### src/sv/pps_pkg.sv
`timescale 1ns / 1ps
`default_nettype none
// ----------------------------------------------------------------------------
// Preemptive priority scheduler package
// Table geometry, operation and status codes, and the task entry layout.
// ----------------------------------------------------------------------------
package pps_pkg;

	// Task table geometry.
	localparam int MAX_TASKS = 32;
	localparam int SLOT_W    = $clog2(MAX_TASKS);
	localparam int CNT_W     = $clog2(MAX_TASKS + 1);

	// Operation codes on the mode field.
	localparam logic [1:0] MODE_LOAD  = 2'd0;
	localparam logic [1:0] MODE_TICK  = 2'd1;
	localparam logic [1:0] MODE_CLEAR = 2'd2;

	// Result status codes.
	localparam logic [1:0] STAT_DONE = 2'd0;
	localparam logic [1:0] STAT_RAN  = 2'd1;
	localparam logic [1:0] STAT_IDLE = 2'd2;
	localparam logic [1:0] STAT_FULL = 2'd3;

	// Highest clock value; the clock saturates here.
	localparam logic [15:0] CLOCK_MAX = 16'hFFFF;

	// One task table entry.
	typedef struct packed {
		logic [15:0] id;
		logic [15:0] arrival;
		logic [15:0] burst;
		logic [15:0] remaining;
		logic [7:0]  prio;
	} slot_t;

endpackage
`default_nettype wire

### src/sv/preemptive_priority_scheduler_top.sv
`timescale 1ns / 1ps
`default_nettype none
// ----------------------------------------------------------------------------
// Preemptive priority scheduler
// Task table in one synchronous RAM; a tick scans it one slot per cycle and
// runs one time unit of the most urgent ready task.
// ----------------------------------------------------------------------------
//
//  Channel   Handshake            Payload
//  -------   ------------------   ---------------------------------------------
//  command   start / busy         mode, new_id, new_arrival, new_burst,
//                                 new_priority
//  result    done (one cycle)     status, running_id, switched, tick_start,
//                                 completed, turnaround, wait_time
//
// A load, clear or unused command keeps busy low and its result shows on the
// next cycle. A tick holds busy while it issues one RAM read per table slot,
// drains the read pipeline and writes back the chosen slot; its result shows
// in the first cycle with busy low again.
// Reset empties the table and zeroes the clock; the RAM itself is not
// cleared. Results are taken by the receiver in the cycle they show.
//
module preemptive_priority_scheduler_top
	import pps_pkg::*;
(
	input  wire logic        clk,
	input  wire logic        arst_n,
	input  wire logic        start,
	output logic             busy,
	input  wire logic [1:0]  mode,
	input  wire logic [15:0] new_id,
	input  wire logic [15:0] new_arrival,
	input  wire logic [15:0] new_burst,
	input  wire logic [7:0]  new_priority,
	output logic             done,
	output logic [1:0]       status,
	output logic [15:0]      running_id,
	output logic             switched,
	output logic [15:0]      tick_start,
	output logic             completed,
	output logic [15:0]      turnaround,
	output logic [15:0]      wait_time
);

	typedef enum logic [1:0] {
		ST_IDLE,
		ST_SCAN,
		ST_DECIDE
	} state_t;

	state_t            state_q;
	logic [CNT_W-1:0]  count_q;
	logic [15:0]       clock_q;
	logic [SLOT_W-1:0] last_slot_q;
	logic              last_busy_q;

	// Scan pointer and read pipeline.
	logic [CNT_W-1:0]  idx_q;
	logic              rd_vld_s1;
	logic [SLOT_W-1:0] rd_slot_s1;
	slot_t             rd_data_s1;

	// Best candidate found so far in the current scan.
	logic              best_vld_q;
	logic [SLOT_W-1:0] best_slot_q;
	slot_t             best_q;

	// RAM ports.
	slot_t             mem [MAX_TASKS];
	logic              mem_we;
	logic [SLOT_W-1:0] mem_waddr;
	slot_t             mem_wdata;
	logic [SLOT_W-1:0] mem_raddr;

	logic              accept;
	logic              cand_ready;
	logic              cand_beats;
	logic              table_full;
	logic [15:0]       tick_end;
	logic [15:0]       rem_next;
	logic [15:0]       ta_calc;
	logic [15:0]       wt_calc;

	assign busy       = (state_q != ST_IDLE);
	assign accept     = start && !busy;
	assign table_full = (count_q == CNT_W'(MAX_TASKS));

	// Task table RAM with a registered read port.
	always_ff @(posedge clk) begin
		if (mem_we) begin
			mem[mem_waddr] <= mem_wdata;
		end
		rd_data_s1 <= mem[mem_raddr];
	end

	// Write port: a load fills the next free slot, a tick writes back the winner.
	always_comb begin
		mem_raddr = idx_q[SLOT_W-1:0];
		if (state_q == ST_DECIDE) begin
			mem_we              = best_vld_q;
			mem_waddr           = best_slot_q;
			mem_wdata           = best_q;
			mem_wdata.remaining = rem_next;
		end else begin
			mem_we              = accept && (mode == MODE_LOAD) && !table_full;
			mem_waddr           = count_q[SLOT_W-1:0];
			mem_wdata.id        = new_id;
			mem_wdata.arrival   = new_arrival;
			mem_wdata.burst     = new_burst;
			mem_wdata.remaining = new_burst;
			mem_wdata.prio      = new_priority;
		end
	end

	// Candidate test: ready, and strictly more urgent than the current best.
	always_comb begin
		cand_ready = (rd_data_s1.arrival <= clock_q) && (rd_data_s1.remaining != 16'd0);
		if (rd_data_s1.prio != best_q.prio) begin
			cand_beats = rd_data_s1.prio < best_q.prio;
		end else if (rd_data_s1.arrival != best_q.arrival) begin
			cand_beats = rd_data_s1.arrival < best_q.arrival;
		end else begin
			cand_beats = rd_data_s1.id < best_q.id;
		end
	end

	// Completion arithmetic for the chosen task.
	always_comb begin
		tick_end = (clock_q == CLOCK_MAX) ? clock_q : clock_q + 16'd1;
		rem_next = best_q.remaining - 16'd1;
		ta_calc  = tick_end - best_q.arrival;
		wt_calc  = (ta_calc > best_q.burst) ? ta_calc - best_q.burst : 16'd0;
	end

	// Sequencer, scheduler state and registered result.
	always_ff @(posedge clk or negedge arst_n) begin
		if (!arst_n) begin
			state_q     <= ST_IDLE;
			count_q     <= '0;
			clock_q     <= '0;
			last_slot_q <= '0;
			last_busy_q <= 1'b0;
			idx_q       <= '0;
			rd_vld_s1   <= 1'b0;
			rd_slot_s1  <= '0;
			best_vld_q  <= 1'b0;
			best_slot_q <= '0;
			best_q      <= '0;
			done        <= 1'b0;
			status      <= STAT_DONE;
			running_id  <= '0;
			switched    <= 1'b0;
			tick_start  <= '0;
			completed   <= 1'b0;
			turnaround  <= '0;
			wait_time   <= '0;
		end else begin
			done <= 1'b0;

			// Keep the best candidate as read data comes back.
			if (rd_vld_s1 && cand_ready && (!best_vld_q || cand_beats)) begin
				best_vld_q  <= 1'b1;
				best_slot_q <= rd_slot_s1;
				best_q      <= rd_data_s1;
			end

			case (state_q)
				ST_IDLE: begin
					rd_vld_s1 <= 1'b0;
					if (accept) begin
						status     <= STAT_DONE;
						running_id <= '0;
						switched   <= 1'b0;
						tick_start <= '0;
						completed  <= 1'b0;
						turnaround <= '0;
						wait_time  <= '0;
						case (mode)
							MODE_LOAD: begin
								done <= 1'b1;
								if (table_full) begin
									status <= STAT_FULL;
								end else begin
									count_q <= count_q + CNT_W'(1);
								end
							end
							MODE_TICK: begin
								idx_q      <= '0;
								best_vld_q <= 1'b0;
								state_q    <= ST_SCAN;
							end
							MODE_CLEAR: begin
								done        <= 1'b1;
								count_q     <= '0;
								clock_q     <= '0;
								last_slot_q <= '0;
								last_busy_q <= 1'b0;
							end
							default: begin
								done <= 1'b1;
							end
						endcase
					end
				end
				ST_SCAN: begin
					// One slot read per cycle; the last one is compared on exit.
					if (idx_q < count_q) begin
						rd_vld_s1  <= 1'b1;
						rd_slot_s1 <= idx_q[SLOT_W-1:0];
						idx_q      <= idx_q + CNT_W'(1);
					end else begin
						rd_vld_s1 <= 1'b0;
						state_q   <= ST_DECIDE;
					end
				end
				ST_DECIDE: begin
					done       <= 1'b1;
					tick_start <= clock_q;
					clock_q    <= tick_end;
					state_q    <= ST_IDLE;
					if (best_vld_q) begin
						status      <= STAT_RAN;
						running_id  <= best_q.id;
						switched    <= !last_busy_q || (last_slot_q != best_slot_q);
						completed   <= (rem_next == 16'd0);
						turnaround  <= (rem_next == 16'd0) ? ta_calc : 16'd0;
						wait_time   <= (rem_next == 16'd0) ? wt_calc : 16'd0;
						last_slot_q <= best_slot_q;
						last_busy_q <= 1'b1;
					end else begin
						status      <= STAT_IDLE;
						last_busy_q <= 1'b0;
					end
				end
				default: begin
					state_q <= ST_IDLE;
				end
			endcase
		end
	end

endmodule
`default_nettype wire

### config.mk
export PLATFORM = sky130hd
export DESIGN_NAME = preemptive_priority_scheduler_top
export DESIGN_NICKNAME = d
export VERILOG_FILES = /design/src/sv/pps_pkg.sv /design/src/sv/preemptive_priority_scheduler_top.sv
export SDC_FILE = /design/constraint.sdc
export NUM_CORES = 2
export LEC_CHECK = 0
export BUFFER_PORTS_ARGS = -buffer_cell sky130_fd_sc_hd__buf_2
export CAP_MARGIN = 20
export CORE_ASPECT_RATIO = 1.5
export CORE_MARGIN = 2
export CORE_UTILIZATION = 63
export CTS_CLUSTER_DIAMETER = 60
export DETAILED_ROUTE_END_ITERATION = 10
export HOLD_SLACK_MARGIN = 0.12
export MAX_ROUTING_LAYER = met4
export PLACE_DENSITY_LB_ADDON = 0.05
export RECOVER_POWER = 50
export SYNTH_ARGS = -nofsm -noshare
export SYNTH_HDL_FRONTEND = slang
export SYNTH_SLANG_ARGS = --single-unit
### constraint.sdc
create_clock -name clk -period 8.1 [get_ports clk]
set_clock_uncertainty 0.2 [all_clocks]
set_input_delay 1.62 -clock clk [delete_from_list [all_inputs] [get_ports clk]]
set_output_delay 1.62 -clock clk [all_outputs]
set_load 0.005 [all_outputs]
# After elaboration in Yosys (flattened, before gate mapping)
# Memories as Yosys holds them, arrays and structs flattened. A register that Yosys moved wholly into a read port is not among the register bits.
# Index checks and enable logic that the tools add are counted.
[op_classes]
n_eq_ne = 16
n_mux = 59
addsub = 6
magnitude_cmp = 6
reduce_logical = 28
[ops]
columns = ["cell", "n"]
rows = [
  ["$mux W16", 10],
  ["$pmux W16 S2", 5],
  ["$mux W72", 1],
  ["$lt A16 B16 Y1", 2],
  ["$sub A16 B16 Y16", 2],
  ["$mux W6", 4],
  ["$pmux W6 S2", 2],
  ["$mux W5", 4],
  ["$mux W1", 18],
  ["$add A16 B1 Y16 const B", 1],
  ["$eq A16 B16 Y1 const B", 1],
  ["$gt A16 B16 Y1", 1],
  ["$le A16 B16 Y1", 1],
  ["$logic_not A16 Y1", 1],
  ["$ne A16 B16 Y1", 1],
  ["$reduce_bool A16 Y1", 1],
  ["$sub A16 B1 Y16 const B", 1],
  ["$mux W2", 7],
  ["$add A6 B1 Y6 const B", 2],
  ["$reduce_and A4 Y1", 3],
  ["$ne A2 B2 Y1 const B", 5],
  ["$pmux W1 S2", 5],
  ["$pmux W5 S2", 1],
  ["$reduce_and A3 Y1", 3],
  ["other kinds (15)", 33],
]
[word_totals]
word_cells = 139
reg_bits = 189
ramBits = 2304
input_bits = 61
mem_count = 1
out_inout_bits = 70
[memory_table]
columns = ["name", "depth", "width", "read_ports", "rd_clocked_by_memory_dff", "write_ports", "line", "rtl"]
rows = [
  ["mem", 32, 72, 1, 1, 1, "preemptive_priority_scheduler_top.sv:69", "slot_t mem [MAX_TASKS];"],
]

# Longest topological paths before layout
[logic_depth]
depth_word = 9
ltp_mapped = 25
depth_no_buf = 22

# Worst setup path after synthesis
# No wires, ideal clock.
[synth_timing]
path_type = "input to register"
start = "input port mode[0]"
end = "memory mem[22][0] in the netlist's numbering (enable)"
setup_time_ns = 0.503
arrival_time_ns = 6.064
cell_stages = 7
n_path_buf = 0
path_slack_ns = 1.334
t_required_ns = 7.397
cell_sequence = "or4b_4 > a311oi_2 > nor2_1 > nor2_1 > a22o_1 > nand2_2 > nor2_1"
[synth_via]
elab_chain_cells = 6
[synth_rtl]
columns = ["item", "line", "rtl"]
rows = [
  ["from (decl)", "preemptive_priority_scheduler_top.sv:30", "input wire logic [1:0] mode,"],
  ["$logic_not A2 Y1", "preemptive_priority_scheduler_top.sv:105", "mem_we = accept && (mode == MODE_LOAD) && !table_full;"],
  ["$logic_and A1 B1 Y1 (2 in series)", "preemptive_priority_scheduler_top.sv:105", ""],
  ["$mux W1", "preemptive_priority_scheduler_top.sv:99", "if (state_q == ST_DECIDE) begin"],
  ["$mux W1", "preemptive_priority_scheduler_top.sv:90", "if (mem_we) begin"],
  ["$mux W1 (implied by the code)", "preemptive_priority_scheduler_top.sv:91", "mem[mem_waddr] <= mem_wdata;"],
  ["to (decl)", "preemptive_priority_scheduler_top.sv:69", ""],
]
# Every way passes these cells.

# Worst setup path after layout
[layout_timing]
start = "register state_q[1]"
end = "memory mem[25][42] in the netlist's numbering (enable)"
[layout_via]
elab_chain_cells = 8
word_cells_on_any_way = 10
cone_classes = "eq/ne: 1; mux: 4; reduce/logical: 5"
[layout_rtl]
columns = ["item", "line", "rtl"]
rows = [
  ["from (decl)", "preemptive_priority_scheduler_top.sv:51", "state_t state_q;"],
  ["from (signal assigned)", "preemptive_priority_scheduler_top.sv:138", "state_q <= ST_IDLE;"],
  ["from (signal assigned)", "preemptive_priority_scheduler_top.sv:190", "state_q <= ST_SCAN;"],
  ["from (signal assigned)", "preemptive_priority_scheduler_top.sv:213", "state_q <= ST_DECIDE;"],
  ["$reduce_bool A2 Y1", "preemptive_priority_scheduler_top.sv:84", "assign busy = (state_q != ST_IDLE);"],
  ["$logic_not A1 Y1", "preemptive_priority_scheduler_top.sv:85", "assign accept = start && !busy;"],
  ["$logic_and A1 B1 Y1", "preemptive_priority_scheduler_top.sv:85", ""],
  ["$logic_and A1 B1 Y1 (2 in series)", "preemptive_priority_scheduler_top.sv:105", ""],
  ["$mux W1", "preemptive_priority_scheduler_top.sv:99", ""],
  ["$mux W1", "preemptive_priority_scheduler_top.sv:90", ""],
  ["$mux W1 (implied by the code)", "preemptive_priority_scheduler_top.sv:91", ""],
]
# Several ways; a longest one is shown, not always the timed one.

==> flow_summary.ini <==
[outcome]
status = complete, but fails checks
violations = capacitance limit, slew limit

[critical_path]
cp_cell_sequence = nor2b_1 -> clkbuf_1 -> and2_1 -> a21o_1 -> nand2_1 -> nor2_4 -> buf_4
cp_slowest_cell = clkbuf_1
r2r-start = state_q[1]$_DFFE_PN0P_
cp.depth = 7
regToRegSetupSlack_ns = 1.40
rr_worst_depth = 7
path_delay_family = simple AND/OR/NAND/NOR gates
startpoint_type = register
cp_max_fo = 30
r2r-end = mem[25][42]$_DFFE_PP_
cp.arrival_ns = 6.99
crit_path_end = mem[25][42]$_DFFE_PP_
slowest_delay_ns = 1.71
worstSetupPathType = reg2reg
endpoint_kind = register
crit_path_start = state_q[1]$_DFFE_PN0P_
crit_buf_inv = 2
worstPathRequired_ns = 8.39

[timing]
finalSetupViolations = 0
hold_slack_ns = 0.271
min_period_over_period = 0.827
finalWorstSetupSlack_ns = 1.40
slew_violations = 698
finalHoldViolations = 0
tightestPinTransition_ns = 4.17
max_freq_mhz = 149
fin_tns_setup_ns = 0
finalCriticalPeriod_ns = 6.70
rsz0062_at_grt = false
relSlewSlack = -1.78

[global_routing]
grt_max_degree = 151
grt_use_met2 = 0.505
grt_usage = 0.316
grt_pass1_wl_um = 350000
grt_overflow = 0
antenna_found_initial = 6
grt_pass1_vias = 49400
top_usage_layer = met2
use_met1 = 0.438
met3_usage = 0.0481

[synth]
ys_ff_latch = 2565
synth_edf_count = 2304
synth_cells = 4662
syn-cell-area_um2 = 100000
syn_nets = 4822
yosysUniqueCellTypes = 72
async_flop_share = 0.0737
synth-seq-area-share = 0.751
ys.warnings.count = 0
synthFlopType = edfxtp_1
syn_area_per_cell_um2 = 21.5

[cells_and_area]
nets = 5112
area_growth_pct = 11.2
final_cell_area_um2 = 112000
drive_above_1_share = 0.272

[drt]
vias_per_cell = 6.74
drt-total-wl_um = 243000
routedWlPerCell_um = 33.6
first_iter_violations = 6259
dr_total_vias = 48800
dr.pass1.iters = 5
post-route-drc-count = 0
ant_nets = 0

[power_and_ir_drop]
switching_power_mw = 4.87
pwr-share-seq = 0.568
vdd.ir_drop.worst_mv = 0.214
powerDensity_nw_per_um2 = 227
swShare = 0.192
comb_power_share = 0.010
pwr-share-clk = 0.422
power_mw = 25.4
p_int_mw = 20.5
leakagePower_nw = 35.7

[clocking]
cts-buffers-inserted = 221
clk_pin_slew_ns = 0.07
htreeDepth = 4
cts_sinks = 2565
clk_path_buf_depth = 3
ctsHoldBuffers = 0
cts_tree = yes
clkLatencyLatePin_ns = 0.85
cts_resized = 0
post_cts_buffers = 0
cts_root_buf = clkbuf_16

[flow_run]
cap_violations = 21

[floorplanning]
ios = 131
num_rows = 179
initial_core_util = 0.634
coreArea_um2 = 158000
die_area_um2 = 163000
dieWidth_um = 330
die_h_um = 493

[placed_design]
io_buffers = 130
placed_area_um2 = 105000
place.gp.congestion = 0.855
dpl.hpwl_um = 134000
dpl_worst_slack_ns = 1.65

[hold_path]
hold_path_startpoint = rd_data_s1[26]$_DFF_P_
hold_path_class = reg2reg
cell families after synthesis:
family,share of synthesized area
AO/OA/AOI/OAI,0.0185
XOR/XNOR,0.00522
adder cells (fa/ha/maj),0.0125
buffers and inverters,0.0131
flip-flops,0.751
multiplexers,0.179
AND/OR/NAND/NOR,0.0206
synthesized netlist by cell type, types with 4 or more instances:
library cell,count,share of area
nand2b_1,12,0.00075
nor3_1,20,0.0010
dfxtp_1,72,0.014
nor2_1,85,0.0032
nand3b_1,4,0.00030
a31oi_1,7,0.00044
buf_6,4,0.00045
buf_4,13,0.00097
o21ai_1,12,0.00060
o21a_1,9,0.00067
buf_2,58,0.0029
nand2_1,212,0.0079
mux4_2,720,0.16
a211oi_1,5,0.00037
o31ai_1,8,0.00060
edfxtp_1,2304,0.69
dfrtp_1,189,0.047
xnor2_1,39,0.0034
o211ai_1,5,0.00037
clkbuf_1,124,0.0046
a22o_1,21,0.0018
o21bai_1,5,0.00037
mux2_1,30,0.0034
ha_1,97,0.012
and2_1,7,0.00044
o2bb2ai_1,4,0.00035
nor4_1,13,0.00081
xor2_1,19,0.0017
or3_1,7,0.00044
nand3_1,27,0.0013
mux2i_1,4,0.00040
buf_1,23,0.00086
o21ai_0,120,0.0060
a21o_1,21,0.0016
mux2_2,126,0.014
a21oi_1,55,0.0027
inv_1,88,0.0033
nand4_1,23,0.0014
nor2b_1,10,0.00062
registers in the layout, indices dropped and copies added, names as in the netlist, 2 cells and up:
signal	cells
best_q	72
best_slot_q	5
clock_q	16
count_q	6
idx_q	6
last_slot_q	5
mem	2304
rd_data_s1	72
rd_slot_s1	5
running_id	16
state_q	2
status	2
tick_start	16
turnaround	16
wait_time	16
power by group through the flow:
stage | Combinational [mW] | Sequential [mW] | Clock, mW
CTS | 0.263 | 14.4 | 10.9
global route | 0.279 | 14.4 | 11.3
floorplan | 0.106 | 14.7 | 0
detailed placement | 0.263 | 14.7 | 0
global placement | 0.247 | 14.7 | 0
finish | 0.253 | 14.4 | 10.7
routing by layer:
metal	wire [um]	up-vias
met5	0	-
met2	124000	2367
met4	5920	0
li1	-	19900
met1	92400	26200
met3	20500	357
worst min path at each step:
stage	end	slack, ns	depth (start not counted)
2_1_floorplan	best_q[56]$_DFFE_PN0P_	0.24	1
3_3_place_gp	best_q[24]$_DFFE_PN0P_	0.24	1
3_5_place_dp	best_q[26]$_DFFE_PN0P_	0.25	1
4_1_cts	best_q[26]$_DFFE_PN0P_	0.27	1
5_1_grt	best_q[24]$_DFFE_PN0P_	0.28	1
6_report	best_q[26]$_DFFE_PN0P_	0.27	1
stage by stage:
step,cells,utilization
2_1_floorplan,4662,-
3_3_place_gp,6768,0.659
3_5_place_dp,6777,0.660
4_1_cts,7194,0.707
5_1_grt,7232,0.705
6_report,7234,0.705
layout make-up:
| cell class | count | area (um^2) |
|---|---|---|
| clock inverter | 112 | 1180 |
| clock buffer | 305 | 6160 |
| inverter | 88 | 330 |
| sequential | 2565 | 75400 |
| fill | 9600 | 46700 |
| timing repair buffer | 290 | 2040 |
| multi-input combinational | 1786 | 24000 |
| antenna | 7 | 17.5 |
| tap | 2081 | 2600 |
worst reg2reg max path, delay by kind of cell (launching register included):
family                 cells  cell delay (ns)
AOI/OAI and AO/OA          1             0.17
DFF                        1             0.59
buffers and inverters      2             2.26
and+or+nand+nor            4             3.13
layout by cell type, fill, tap and decap left out, types with 53 or more instances in the layout:
cell type  netlist  final
mux4_2         720    720
o21ai_0        120    121
dfrtp_1        189    185
nor2_1          85     53
a21oi_1         55     55
clkbuf_16        0    229
mux2_2         126    126
buf_4           13     58
nand2_1        212    212
buf_2           58     76
clkbuf_1       124    174
edfxtp_1      2304   2304
ha_1            97     97
dfxtp_1         72     72
inv_1           88     88
Power figures use the tool's default switching activity.
